<file path="src/sv/p2oc_pkg.sv">
`default_nettype none

package p2oc_pkg;

    localparam int MAX_DIM      = 4096;
    localparam int MAX_CHANNELS = 4;

    localparam int CFG_IDX_W  = 3;
    localparam int CFG_DATA_W = 17;
    localparam int DIM_W      = 13;
    localparam int THR_W      = 17;
    localparam int QUOT_W     = 7;
    localparam int PRE_STAGES = 4;
    localparam int NUM_STAGES = PRE_STAGES + QUOT_W;

    localparam logic [CFG_IDX_W-1:0] CFG_MAP_WIDTH     = 3'd0;
    localparam logic [CFG_IDX_W-1:0] CFG_MAP_HEIGHT    = 3'd1;
    localparam logic [CFG_IDX_W-1:0] CFG_CHANNEL_COUNT = 3'd2;
    localparam logic [CFG_IDX_W-1:0] CFG_ALPHA_PRESENT = 3'd3;
    localparam logic [CFG_IDX_W-1:0] CFG_CONV_MODE     = 3'd4;
    localparam logic [CFG_IDX_W-1:0] CFG_INVERT_COLOUR = 3'd5;
    localparam logic [CFG_IDX_W-1:0] CFG_OCC_THRESHOLD = 3'd6;
    localparam logic [CFG_IDX_W-1:0] CFG_FREE_THRESHOLD = 3'd7;

    localparam logic [1:0] MODE_TRINARY = 2'd0;
    localparam logic [1:0] MODE_SCALE   = 2'd1;
    localparam logic [1:0] MODE_RAW     = 2'd2;

    localparam logic [7:0] VALUE_OCCUPIED = 8'd100;
    localparam logic [7:0] VALUE_FREE     = 8'd0;
    localparam logic [7:0] VALUE_UNKNOWN  = 8'd255;
    localparam logic [6:0] SCALE_MAX      = 7'd99;

    localparam logic [THR_W-1:0] OCC_THRESHOLD_RESET  = 17'd42598;
    localparam logic [THR_W-1:0] FREE_THRESHOLD_RESET = 17'd12452;

    // Full-scale sum of the averaged channels.
    function automatic logic [9:0] avg_den(input logic [2:0] navg);
        logic [9:0] den;
        case (navg)
            3'd1: den = 10'd255;
            3'd2: den = 10'd510;
            3'd3: den = 10'd765;
            3'd4: den = 10'd1020;
            default: den = 10'd255;
        endcase
        return den;
    endfunction

    // Reciprocal floor(2^36 / den), always an underestimate by under one.
    function automatic logic [28:0] avg_recip(input logic [2:0] navg);
        logic [28:0] rcp;
        case (navg)
            3'd1: rcp = 29'd269488144;
            3'd2: rcp = 29'd134744072;
            3'd3: rcp = 29'd89829381;
            3'd4: rcp = 29'd67372036;
            default: rcp = 29'd269488144;
        endcase
        return rcp;
    endfunction

    // Multiplier for floor(g / navg) as (g * k) >> 11, exact for g up to 255 * navg.
    function automatic logic [11:0] raw_mult(input logic [2:0] navg);
        logic [11:0] k;
        case (navg)
            3'd1: k = 12'd2048;
            3'd2: k = 12'd1024;
            3'd3: k = 12'd683;
            3'd4: k = 12'd512;
            default: k = 12'd2048;
        endcase
        return k;
    endfunction

endpackage

`default_nettype wire

</file>
<file path="src/sv/pixel_to_occupancy_cell.sv">
// Pixel to occupancy cell converter.
// Input channel: i_valid / o_stall carry one pixel per item (plane, column, row
// and up to four channel bytes). Output channel: o_valid / i_stall carry one map
// cell per item (plane, flipped cell index and cell value). An item moves at a
// rising edge where valid is high and stall is low.
// Configuration is written through i_cfg_we, i_cfg_index and i_cfg_data, one
// register per cycle; the user must write it only while no item is in flight,
// which the block itself does not enforce. There are four arithmetic stages
// (channel sum, reciprocal multiply, remainder correction, classification)
// and a seven-stage restoring divider forming the scaled occupancy one quotient
// bit per stage. Throughput is one item per cycle while the receiver is ready.
// Each stage holds a valid bit; a stage advances whenever it is empty or the
// stage after it advances, so bubbles are squeezed out while the receiver
// stalls and the block keeps accepting items until all eleven stages are full.
// Synchronous reset empties the pipeline and restores the register defaults:
// width and height one, one channel, no alpha, trinary mode, no inversion and
// thresholds of 0.65 and 0.19 in Q1.16.
`default_nettype none

module pixel_to_occupancy_cell (
    input  logic        i_clk,
    input  logic        i_rst_n,
    input  logic        i_cfg_we,
    input  logic [2:0]  i_cfg_index,
    input  logic [16:0] i_cfg_data,
    input  logic        i_valid,
    output logic        o_stall,
    input  logic [1:0]  i_plane,
    input  logic [11:0] i_column,
    input  logic [11:0] i_image_row,
    input  logic [7:0]  i_chan_a,
    input  logic [7:0]  i_chan_b,
    input  logic [7:0]  i_chan_c,
    input  logic [7:0]  i_chan_d,
    output logic        o_valid,
    input  logic        i_stall,
    output logic [1:0]  o_out_plane,
    output logic [23:0] o_cell_index,
    output logic [7:0]  o_cell_value
);

    localparam int NST = p2oc_pkg::NUM_STAGES;
    localparam int QW  = p2oc_pkg::QUOT_W;

    logic [12:0] r_map_width;
    logic [12:0] r_map_height;
    logic [2:0]  r_chan_count;
    logic        r_alpha;
    logic [1:0]  r_mode;
    logic        r_invert;
    logic [16:0] r_occ_th;
    logic [16:0] r_free_th;

    logic [NST-1:0] r_vld;
    logic [NST:0]   w_rdy;

    always_ff @(posedge i_clk) begin
        if (!i_rst_n) begin
            r_map_width  <= 13'd1;
            r_map_height <= 13'd1;
            r_chan_count <= 3'd1;
            r_alpha      <= 1'b0;
            r_mode       <= p2oc_pkg::MODE_TRINARY;
            r_invert     <= 1'b0;
            r_occ_th     <= p2oc_pkg::OCC_THRESHOLD_RESET;
            r_free_th    <= p2oc_pkg::FREE_THRESHOLD_RESET;
        end else if (i_cfg_we) begin
            case (i_cfg_index)
                p2oc_pkg::CFG_MAP_WIDTH:      r_map_width  <= i_cfg_data[12:0];
                p2oc_pkg::CFG_MAP_HEIGHT:     r_map_height <= i_cfg_data[12:0];
                p2oc_pkg::CFG_CHANNEL_COUNT:  r_chan_count <= i_cfg_data[2:0];
                p2oc_pkg::CFG_ALPHA_PRESENT:  r_alpha      <= i_cfg_data[0];
                p2oc_pkg::CFG_CONV_MODE:      r_mode       <= i_cfg_data[1:0];
                p2oc_pkg::CFG_INVERT_COLOUR:  r_invert     <= i_cfg_data[0];
                p2oc_pkg::CFG_OCC_THRESHOLD:  r_occ_th     <= i_cfg_data;
                p2oc_pkg::CFG_FREE_THRESHOLD: r_free_th    <= i_cfg_data;
                default: ;
            endcase
        end
    end

    always_comb begin
        w_rdy[NST] = !i_stall;
        for (int k = NST - 1; k >= 0; k--) begin
            w_rdy[k] = !r_vld[k] || w_rdy[k+1];
        end
    end

    always_ff @(posedge i_clk) begin
        if (!i_rst_n) begin
            r_vld <= '0;
        end else begin
            if (w_rdy[0]) begin
                r_vld[0] <= i_valid;
            end
            for (int k = 1; k < NST; k++) begin
                if (w_rdy[k]) begin
                    r_vld[k] <= r_vld[k-1];
                end
            end
        end
    end

    // Stage 0: channel selection, sum, inversion and row flip.
    logic [2:0]  w_nch;
    logic [2:0]  w_navg;
    logic [9:0]  w_sum;
    logic [7:0]  w_alpha_byte;
    logic [9:0]  w_den0;
    logic [9:0]  w_g;
    logic [12:0] w_h;

    always_comb begin
        if (r_chan_count == 3'd0) begin
            w_nch = 3'd1;
        end else if (r_chan_count > 3'(p2oc_pkg::MAX_CHANNELS)) begin
            w_nch = 3'(p2oc_pkg::MAX_CHANNELS);
        end else begin
            w_nch = r_chan_count;
        end
        if (r_mode == p2oc_pkg::MODE_TRINARY || !r_alpha || w_nch == 3'd1) begin
            w_navg = w_nch;
        end else begin
            w_navg = w_nch - 3'd1;
        end
        w_sum = {2'b00, i_chan_a}
              + ((w_navg >= 3'd2) ? {2'b00, i_chan_b} : 10'd0)
              + ((w_navg >= 3'd3) ? {2'b00, i_chan_c} : 10'd0)
              + ((w_navg >= 3'd4) ? {2'b00, i_chan_d} : 10'd0);
        case (w_nch)
            3'd2: w_alpha_byte = i_chan_b;
            3'd3: w_alpha_byte = i_chan_c;
            3'd4: w_alpha_byte = i_chan_d;
            default: w_alpha_byte = i_chan_a;
        endcase
        w_den0 = p2oc_pkg::avg_den(w_navg);
        w_g    = r_invert ? (w_den0 - w_sum) : w_sum;
        if (int'(r_map_height) > p2oc_pkg::MAX_DIM) begin
            w_h = 13'(p2oc_pkg::MAX_DIM);
        end else begin
            w_h = r_map_height;
        end
    end

    logic [1:0]  r_s0_plane;
    logic [11:0] r_s0_col;
    logic [23:0] r_s0_flip;
    logic [9:0]  r_s0_x;
    logic [9:0]  r_s0_g;
    logic [2:0]  r_s0_navg;
    logic        r_s0_azero;

    always_ff @(posedge i_clk) begin
        if (w_rdy[0]) begin
            r_s0_plane <= i_plane;
            r_s0_col   <= i_column;
            r_s0_flip  <= 24'(w_h) - 24'd1 - 24'(i_image_row);
            r_s0_x     <= w_den0 - w_g;
            r_s0_g     <= w_g;
            r_s0_navg  <= w_navg;
            r_s0_azero <= (w_nch != 3'd1) && (w_alpha_byte == 8'd0);
        end
    end

    // Stage 1: reciprocal estimate of the occupancy, raw grey and row offset.
    logic [25:0] w_num1;
    logic [54:0] w_qprod;
    logic [21:0] w_rawprod;
    logic [12:0] w_w;
    logic [36:0] w_iprod;

    always_comb begin
        w_num1    = {r_s0_x, 16'd0};
        w_qprod   = w_num1 * p2oc_pkg::avg_recip(r_s0_navg);
        w_rawprod = r_s0_g * p2oc_pkg::raw_mult(r_s0_navg);
        if (int'(r_map_width) > p2oc_pkg::MAX_DIM) begin
            w_w = 13'(p2oc_pkg::MAX_DIM);
        end else begin
            w_w = r_map_width;
        end
        w_iprod = w_w * r_s0_flip;
    end

    logic [1:0]  r_s1_plane;
    logic [11:0] r_s1_col;
    logic [16:0] r_s1_qest;
    logic [9:0]  r_s1_x;
    logic [2:0]  r_s1_navg;
    logic        r_s1_azero;
    logic [7:0]  r_s1_raw;
    logic [23:0] r_s1_iprod;

    always_ff @(posedge i_clk) begin
        if (w_rdy[1]) begin
            r_s1_plane <= r_s0_plane;
            r_s1_col   <= r_s0_col;
            r_s1_qest  <= w_qprod[52:36];
            r_s1_x     <= r_s0_x;
            r_s1_navg  <= r_s0_navg;
            r_s1_azero <= r_s0_azero;
            r_s1_raw   <= w_rawprod[18:11];
            r_s1_iprod <= w_iprod[23:0];
        end
    end

    // Stage 2: remainder check corrects the estimate by at most one.
    logic [9:0]  w_den2;
    logic [26:0] w_qd;
    logic [26:0] w_rem2;

    always_comb begin
        w_den2 = p2oc_pkg::avg_den(r_s1_navg);
        w_qd   = r_s1_qest * w_den2;
        w_rem2 = {1'b0, r_s1_x, 16'd0} - w_qd;
    end

    logic [1:0]  r_s2_plane;
    logic [23:0] r_s2_idx;
    logic [16:0] r_s2_occ;
    logic        r_s2_azero;
    logic [7:0]  r_s2_raw;

    always_ff @(posedge i_clk) begin
        if (w_rdy[2]) begin
            r_s2_plane <= r_s1_plane;
            r_s2_idx   <= r_s1_iprod + 24'(r_s1_col);
            r_s2_occ   <= r_s1_qest + 17'(w_rem2 >= 27'(w_den2));
            r_s2_azero <= r_s1_azero;
            r_s2_raw   <= r_s1_raw;
        end
    end

    // Stage 3: classification against the thresholds, or the raw grey in raw mode.
    logic [16:0] w_diff;
    logic [23:0] w_num3;
    logic [7:0]  w_value3;
    logic        w_div3;
    logic [16:0] w_dsr;

    always_comb begin
        w_diff   = r_s2_occ - r_free_th;
        w_num3   = w_diff * p2oc_pkg::SCALE_MAX;
        w_dsr    = r_occ_th - r_free_th;
        w_value3 = p2oc_pkg::VALUE_FREE;
        w_div3   = 1'b0;
        if (r_mode == p2oc_pkg::MODE_RAW) begin
            w_value3 = r_s2_raw;
        end else if (r_s2_occ > r_occ_th) begin
            w_value3 = p2oc_pkg::VALUE_OCCUPIED;
        end else if (r_s2_occ < r_free_th) begin
            w_value3 = p2oc_pkg::VALUE_FREE;
        end else if (r_mode == p2oc_pkg::MODE_TRINARY || r_s2_azero) begin
            w_value3 = p2oc_pkg::VALUE_UNKNOWN;
        end else if (r_occ_th <= r_free_th) begin
            w_value3 = p2oc_pkg::VALUE_FREE;
        end else begin
            w_div3 = 1'b1;
        end
    end

    logic [1:0]  r_s3_plane;
    logic [23:0] r_s3_idx;
    logic [7:0]  r_s3_value;
    logic        r_s3_div;
    logic [23:0] r_s3_num;

    always_ff @(posedge i_clk) begin
        if (w_rdy[3]) begin
            r_s3_plane <= r_s2_plane;
            r_s3_idx   <= r_s2_idx;
            r_s3_value <= w_value3;
            r_s3_div   <= w_div3;
            r_s3_num   <= w_num3;
        end
    end

    // Divider stages: one quotient bit each, most significant first.
    logic [1:0]    r_dv_plane [QW];
    logic [23:0]   r_dv_idx   [QW];
    logic [7:0]    r_dv_value [QW];
    logic          r_dv_div   [QW];
    logic [23:0]   r_dv_rem   [QW];
    logic [QW-1:0] r_dv_q     [QW];

    logic [23:0]   n_dv_rem   [QW];
    logic [QW-1:0] n_dv_q     [QW];

    always_comb begin
        logic [23:0]   rem_in;
        logic [QW-1:0] q_in;
        logic [23:0]   dsh;
        for (int j = 0; j < QW; j++) begin
            rem_in = (j == 0) ? r_s3_num : r_dv_rem[(j == 0) ? 0 : j - 1];
            q_in   = (j == 0) ? '0 : r_dv_q[(j == 0) ? 0 : j - 1];
            dsh    = 24'(w_dsr) << (QW - 1 - j);
            if (rem_in >= dsh) begin
                n_dv_rem[j] = rem_in - dsh;
                n_dv_q[j]   = q_in | (QW'(1) << (QW - 1 - j));
            end else begin
                n_dv_rem[j] = rem_in;
                n_dv_q[j]   = q_in;
            end
        end
    end

    always_ff @(posedge i_clk) begin
        for (int j = 0; j < QW; j++) begin
            if (w_rdy[p2oc_pkg::PRE_STAGES + j]) begin
                r_dv_rem[j] <= n_dv_rem[j];
                r_dv_q[j]   <= n_dv_q[j];
                if (j == 0) begin
                    r_dv_plane[j] <= r_s3_plane;
                    r_dv_idx[j]   <= r_s3_idx;
                    r_dv_value[j] <= r_s3_value;
                    r_dv_div[j]   <= r_s3_div;
                end else begin
                    r_dv_plane[j] <= r_dv_plane[(j == 0) ? 0 : j - 1];
                    r_dv_idx[j]   <= r_dv_idx[(j == 0) ? 0 : j - 1];
                    r_dv_value[j] <= r_dv_value[(j == 0) ? 0 : j - 1];
                    r_dv_div[j]   <= r_dv_div[(j == 0) ? 0 : j - 1];
                end
            end
        end
    end

    assign o_stall      = !w_rdy[0];
    assign o_valid      = r_vld[NST-1];
    assign o_out_plane  = r_dv_plane[QW-1];
    assign o_cell_index = r_dv_idx[QW-1];
    assign o_cell_value = r_dv_div[QW-1] ? 8'(r_dv_q[QW-1]) : r_dv_value[QW-1];

endmodule

`default_nettype wire

</file>
<file path="config.mk">
export PLATFORM = sky130hd
export DESIGN_NAME = pixel_to_occupancy_cell
export DESIGN_NICKNAME = d
export VERILOG_FILES = /design/src/sv/p2oc_pkg.sv /design/src/sv/pixel_to_occupancy_cell.sv
export SDC_FILE = /design/constraint.sdc
export NUM_CORES = 2
export LEC_CHECK = 0
export ABC_AREA = 1
export BUFFER_PORTS_ARGS = -buffer_cell sky130_fd_sc_hd__buf_4
export CAP_MARGIN = 40
export CORE_MARGIN = 5
export CORE_UTILIZATION = 55
export DETAILED_ROUTE_END_ITERATION = 12
export PLACE_DENSITY = 0.79
export SLEW_MARGIN = 20
export SYNTH_ARGS = -nofsm -noshare
export SYNTH_HDL_FRONTEND = slang
export SYNTH_SLANG_ARGS = --single-unit
</file>
<file path="constraint.sdc">
create_clock -name i_clk -period 13.1 [get_ports i_clk]
set_input_delay 1.31 -clock i_clk [delete_from_list [all_inputs] [get_ports i_clk]]
set_output_delay 1.31 -clock i_clk [all_outputs]
set_load 0.02 [all_outputs]
</file>
==> metrics.md <==
| Metric | Value |
|---|---|
| Outcome | `finished, final reports clean` |
| Critical path data required time | `13.50 ns` |
| GRT Util Overall | `25.1%` |
| CTS hold repair buffers | `0` |
| Worst reg2reg path depth | `41` |
| Async SR Flop Fraction | `0%` |
| First-pass GRT wire length | `~220,000 um` |
| Initial Utilization | `55.2%` |
| CP endpoint kind | `flip-flop` |
| Minimum clock period | `8.19 ns` |
| Clk buf depth | `3` |
| # clock sinks | `736` |
| I/O Buffers | `118` |
| Reg clk slew, reported paths | `0.06 ns` |
| Placement Rows | `118` |
| GR peak layer | `met2` |
| Number of synthesized flops with an enable pin | `658` |
| Max-slew violation count | `0` |
| WP data arrival | `8.59 ns` |
| Mapped Area | `about 0.057 mm2` |
| CTS tree | `yes` |
| Initial antenna violation count | `3` |
| Period utilization | `62.5%` |
| Cell mode on critical path | `nor2_1` |
| Post-synth cell types | `69` |
| Total grt overflow | `0` |
| GR met2 Demand/Resource | `42.5%` |
| Final wirelength | `roughly 140,000 um` |
| Remaining DRCs | `0` |
| Post-DRT Antenna Nets | `0` |
| WP depth | `41` |
| Number of diodes | `0` |
| Gpl congestion | `0.974` |
| CTS resizes | `0` |
| I/O pin total | `119` |
| Worst path top cell family by delay | `adder cells` |
| Count of final hold-check violations | `0` |
| Post-route clock skew | `0.0444 ns` |
| Final std cells w/o fill | `about 7,300` |
| Die ar. | `roughly 0.11 mm2` |
| CP Buf/Inv Count | `6` |
| Global routing usage on met1 | `32.3%` |
| Syn_nets | `slightly below 7,000` |
| Die W | `around 330 um` |
| Drt wl/cell | `18.6 um` |
| Critical Path Slowest Stage Cell | `inv_1` |
| CP Max Fanout | `21` |
| Yosys reg bits | `736` |
| Syn Area/Cell | `9.93 um2` |
| CTS Buf Count | `79` |
| Routed vias | `40,300` |
| Ys Warns | `0` |
| Synth Flop Type | `edfxtp_1` |
| Post-DP HPWL | `110,000 um` |
| Fmax | `122 MHz` |
| Leading area contributor after synthesis | `edfxtp_1` |
| Core Area | `0.103 mm2` |
| Synth area leaders | `edfxtp_1 35%, fa_1 17%, ha_1 13%, inv_1 6.5%, nand2_1 5.9%` |
| Layout area overhead | `9.44%` |
| Setup bufs post-CTS | `0` |
| Critical path type | `flip-flop to flip-flop` |
| Vias per inst | `5.48` |
| Final #Nets | `7,046` |
| Share of the synthesized area in the top cell type | `between 30% and 40%` |
| CTS H-tree depth | `3` |
| Cells after synthesis | `5,728` |
| First-pass detailed-route iteration total | `8` |
| Layout cell share with drive strength beyond 1 | `between 6 and 7%` |
| Setup violations, final | `0` |
| Clock root buffer | `clkbuf_16` |
| RSZ-0062 raised after global routing | `false` |
| Chip height | `~330 um` |
| Hold WC Path Type | `flip-flop to flip-flop` |
| Met3 usage | `around 3.6%` |
| Max cap viols | `0` |
| Max_slew headroom | `a little under half` |
| Worst path max stage delay | `0.55 ns` |
| Number of global-route vias before repair | `41,600` |
| Largest net degree at the start of global routing | `63` |
| Kind of start point of the critical path | `flip-flop` |
| Final hold slack | `around 0.4 ns` |
| Worst-Skew Late Latency | `0.68 ns` |
| Placed Cells | `7,197` |
| Drt first-iter violations | `2,988` |
| Sequential share of the synthesized area | `37.5%` |
| Measured slew at the worst slew-check pin | `0.820 ns` |
| Setup Total Neg Slack | `0 ns` |
| Hold Path Stages | `0` |
[layer usage]
layer  vias up  part of all wire (%)
met4         0                   4.7
met5         -                     0
li1      19200                     -
met3       320                   5.9
met2      1289                    48
met1     19400                    41
[synth_stat cells (all sizes together) (53+ instances only)]
master  number
inv       1007
nand2      906
edfxtp     658
ha         588
nor2       494
fa         474
a21oi      350
o21ai      296
xor2       176
nand3      150
xnor2      121
dfxtp       78
nor3        59
nand4       57
clkbuf      53
[sequential cells by signal (all words and copies together) (netlist names), 11 cells and up]
register and cells:
r_s3_idx 24, r_dv_value 56, r_map_width 13, r_s2_idx 24
r_s1_qest 17, r_free_th 17, r_s3_num 24, r_s0_col 12
r_dv_q 28, r_dv_idx 168, r_s1_iprod 24, r_s0_flip 15
r_dv_plane 14, r_s2_occ 17, r_occ_th 17, r_map_height 13
r_vld 11, r_dv_rem 144, r_s1_col 12
[cells by family (layout without fill, tap and decap cells)]
group / Yosys count / in the layout / synth area share [%]
xor gates and xnor gates: 297 / 297 / 4.73
and+or+nand+nor: 1724 / 1724 / 12.6
adders and majority gates: 1062 / 1062 / 29.6
DFF: 736 / 736 / 37.5
AOI/OAI and AO/OA: 813 / 813 / 8.10
muxes: 7 / 7 / 0.139
buffers and inverters: 1089 / 1328 / 7.28
[metrics by stage]
step | cell area, um2 | setup slack, ns | utilization (%)
3_3_place_gp | 59400 | 5.18 | 57.7
4_1_cts | 62200 | 4.97 | 60.3
5_1_grt | 62200 | 4.18 | 60.4
3_5_place_dp | 59600 | 5.05 | 57.8
6_report | 62200 | 4.91 | 60.4
2_1_floorplan | 56900 | 2.50 | -
[cell usage in the layout, fill, tap and decap left out, types with 8 or more instances in the layout]
cell / instances
clkbuf_1: 19
nor3_1: 56
a211oi_1: 14
o21ai_2: 15
nand4_1: 57
xnor2_1: 121
o21ai_1: 29
o211ai_1: 28
dfxtp_1: 78
a21o_1: 24
nand2_1: 888
clkinvlp_4: 8
fa_1: 474
buf_4: 160
ha_1: 588
nor2_1: 480
a21oi_1: 346
clkinv_1: 20
inv_2: 21
nand2_2: 18
o21bai_1: 11
o21a_1: 10
a21boi_0: 11
or2_2: 11
a31oi_1: 20
nor4_1: 29
o31ai_1: 8
o21ai_0: 251
inv_1: 985
edfxtp_1: 658
nor2_2: 11
clkbuf_16: 79
xor2_1: 167
nand3_1: 146
[worst paths after layout]
check | end | slack, ns | startpoint
worst min register to register | r_dv_idx[2][5] | 0.39 | r_dv_idx[1][5]
worst max-delay path | r_s2_occ[16] | 4.91 | r_s1_navg[1]
worst min-delay path | r_dv_idx[2][5] | 0.39 | r_dv_idx[1][5]
worst max register to register | r_s2_occ[16] | 4.91 | r_s1_navg[1]
[area by class of cell]
cell class	count	area, um2
sequential	736	21300
multi-input combinational	3903	31400
fill	8554	40800
tap	1380	1730
clock buffer	102	2100
clock inverter	45	479
timing repair buffer	167	1370
inverter	1014	3810
[worst register-to-register path, delay by kind of cell (launching register included)]
kind	cells	cell delay (ns)
xor gates and xnor gates	2	0.22
and+or+nand+nor	21	2.26
AOI/OAI and AO/OA	3	0.56
buffers and inverters	6	1.08
DFF	1	0.40
adders and majority gates	9	3.42
Power is not shown: default switching activity piles up to over one toggle a cycle in this logic, so the estimate is an artifact.
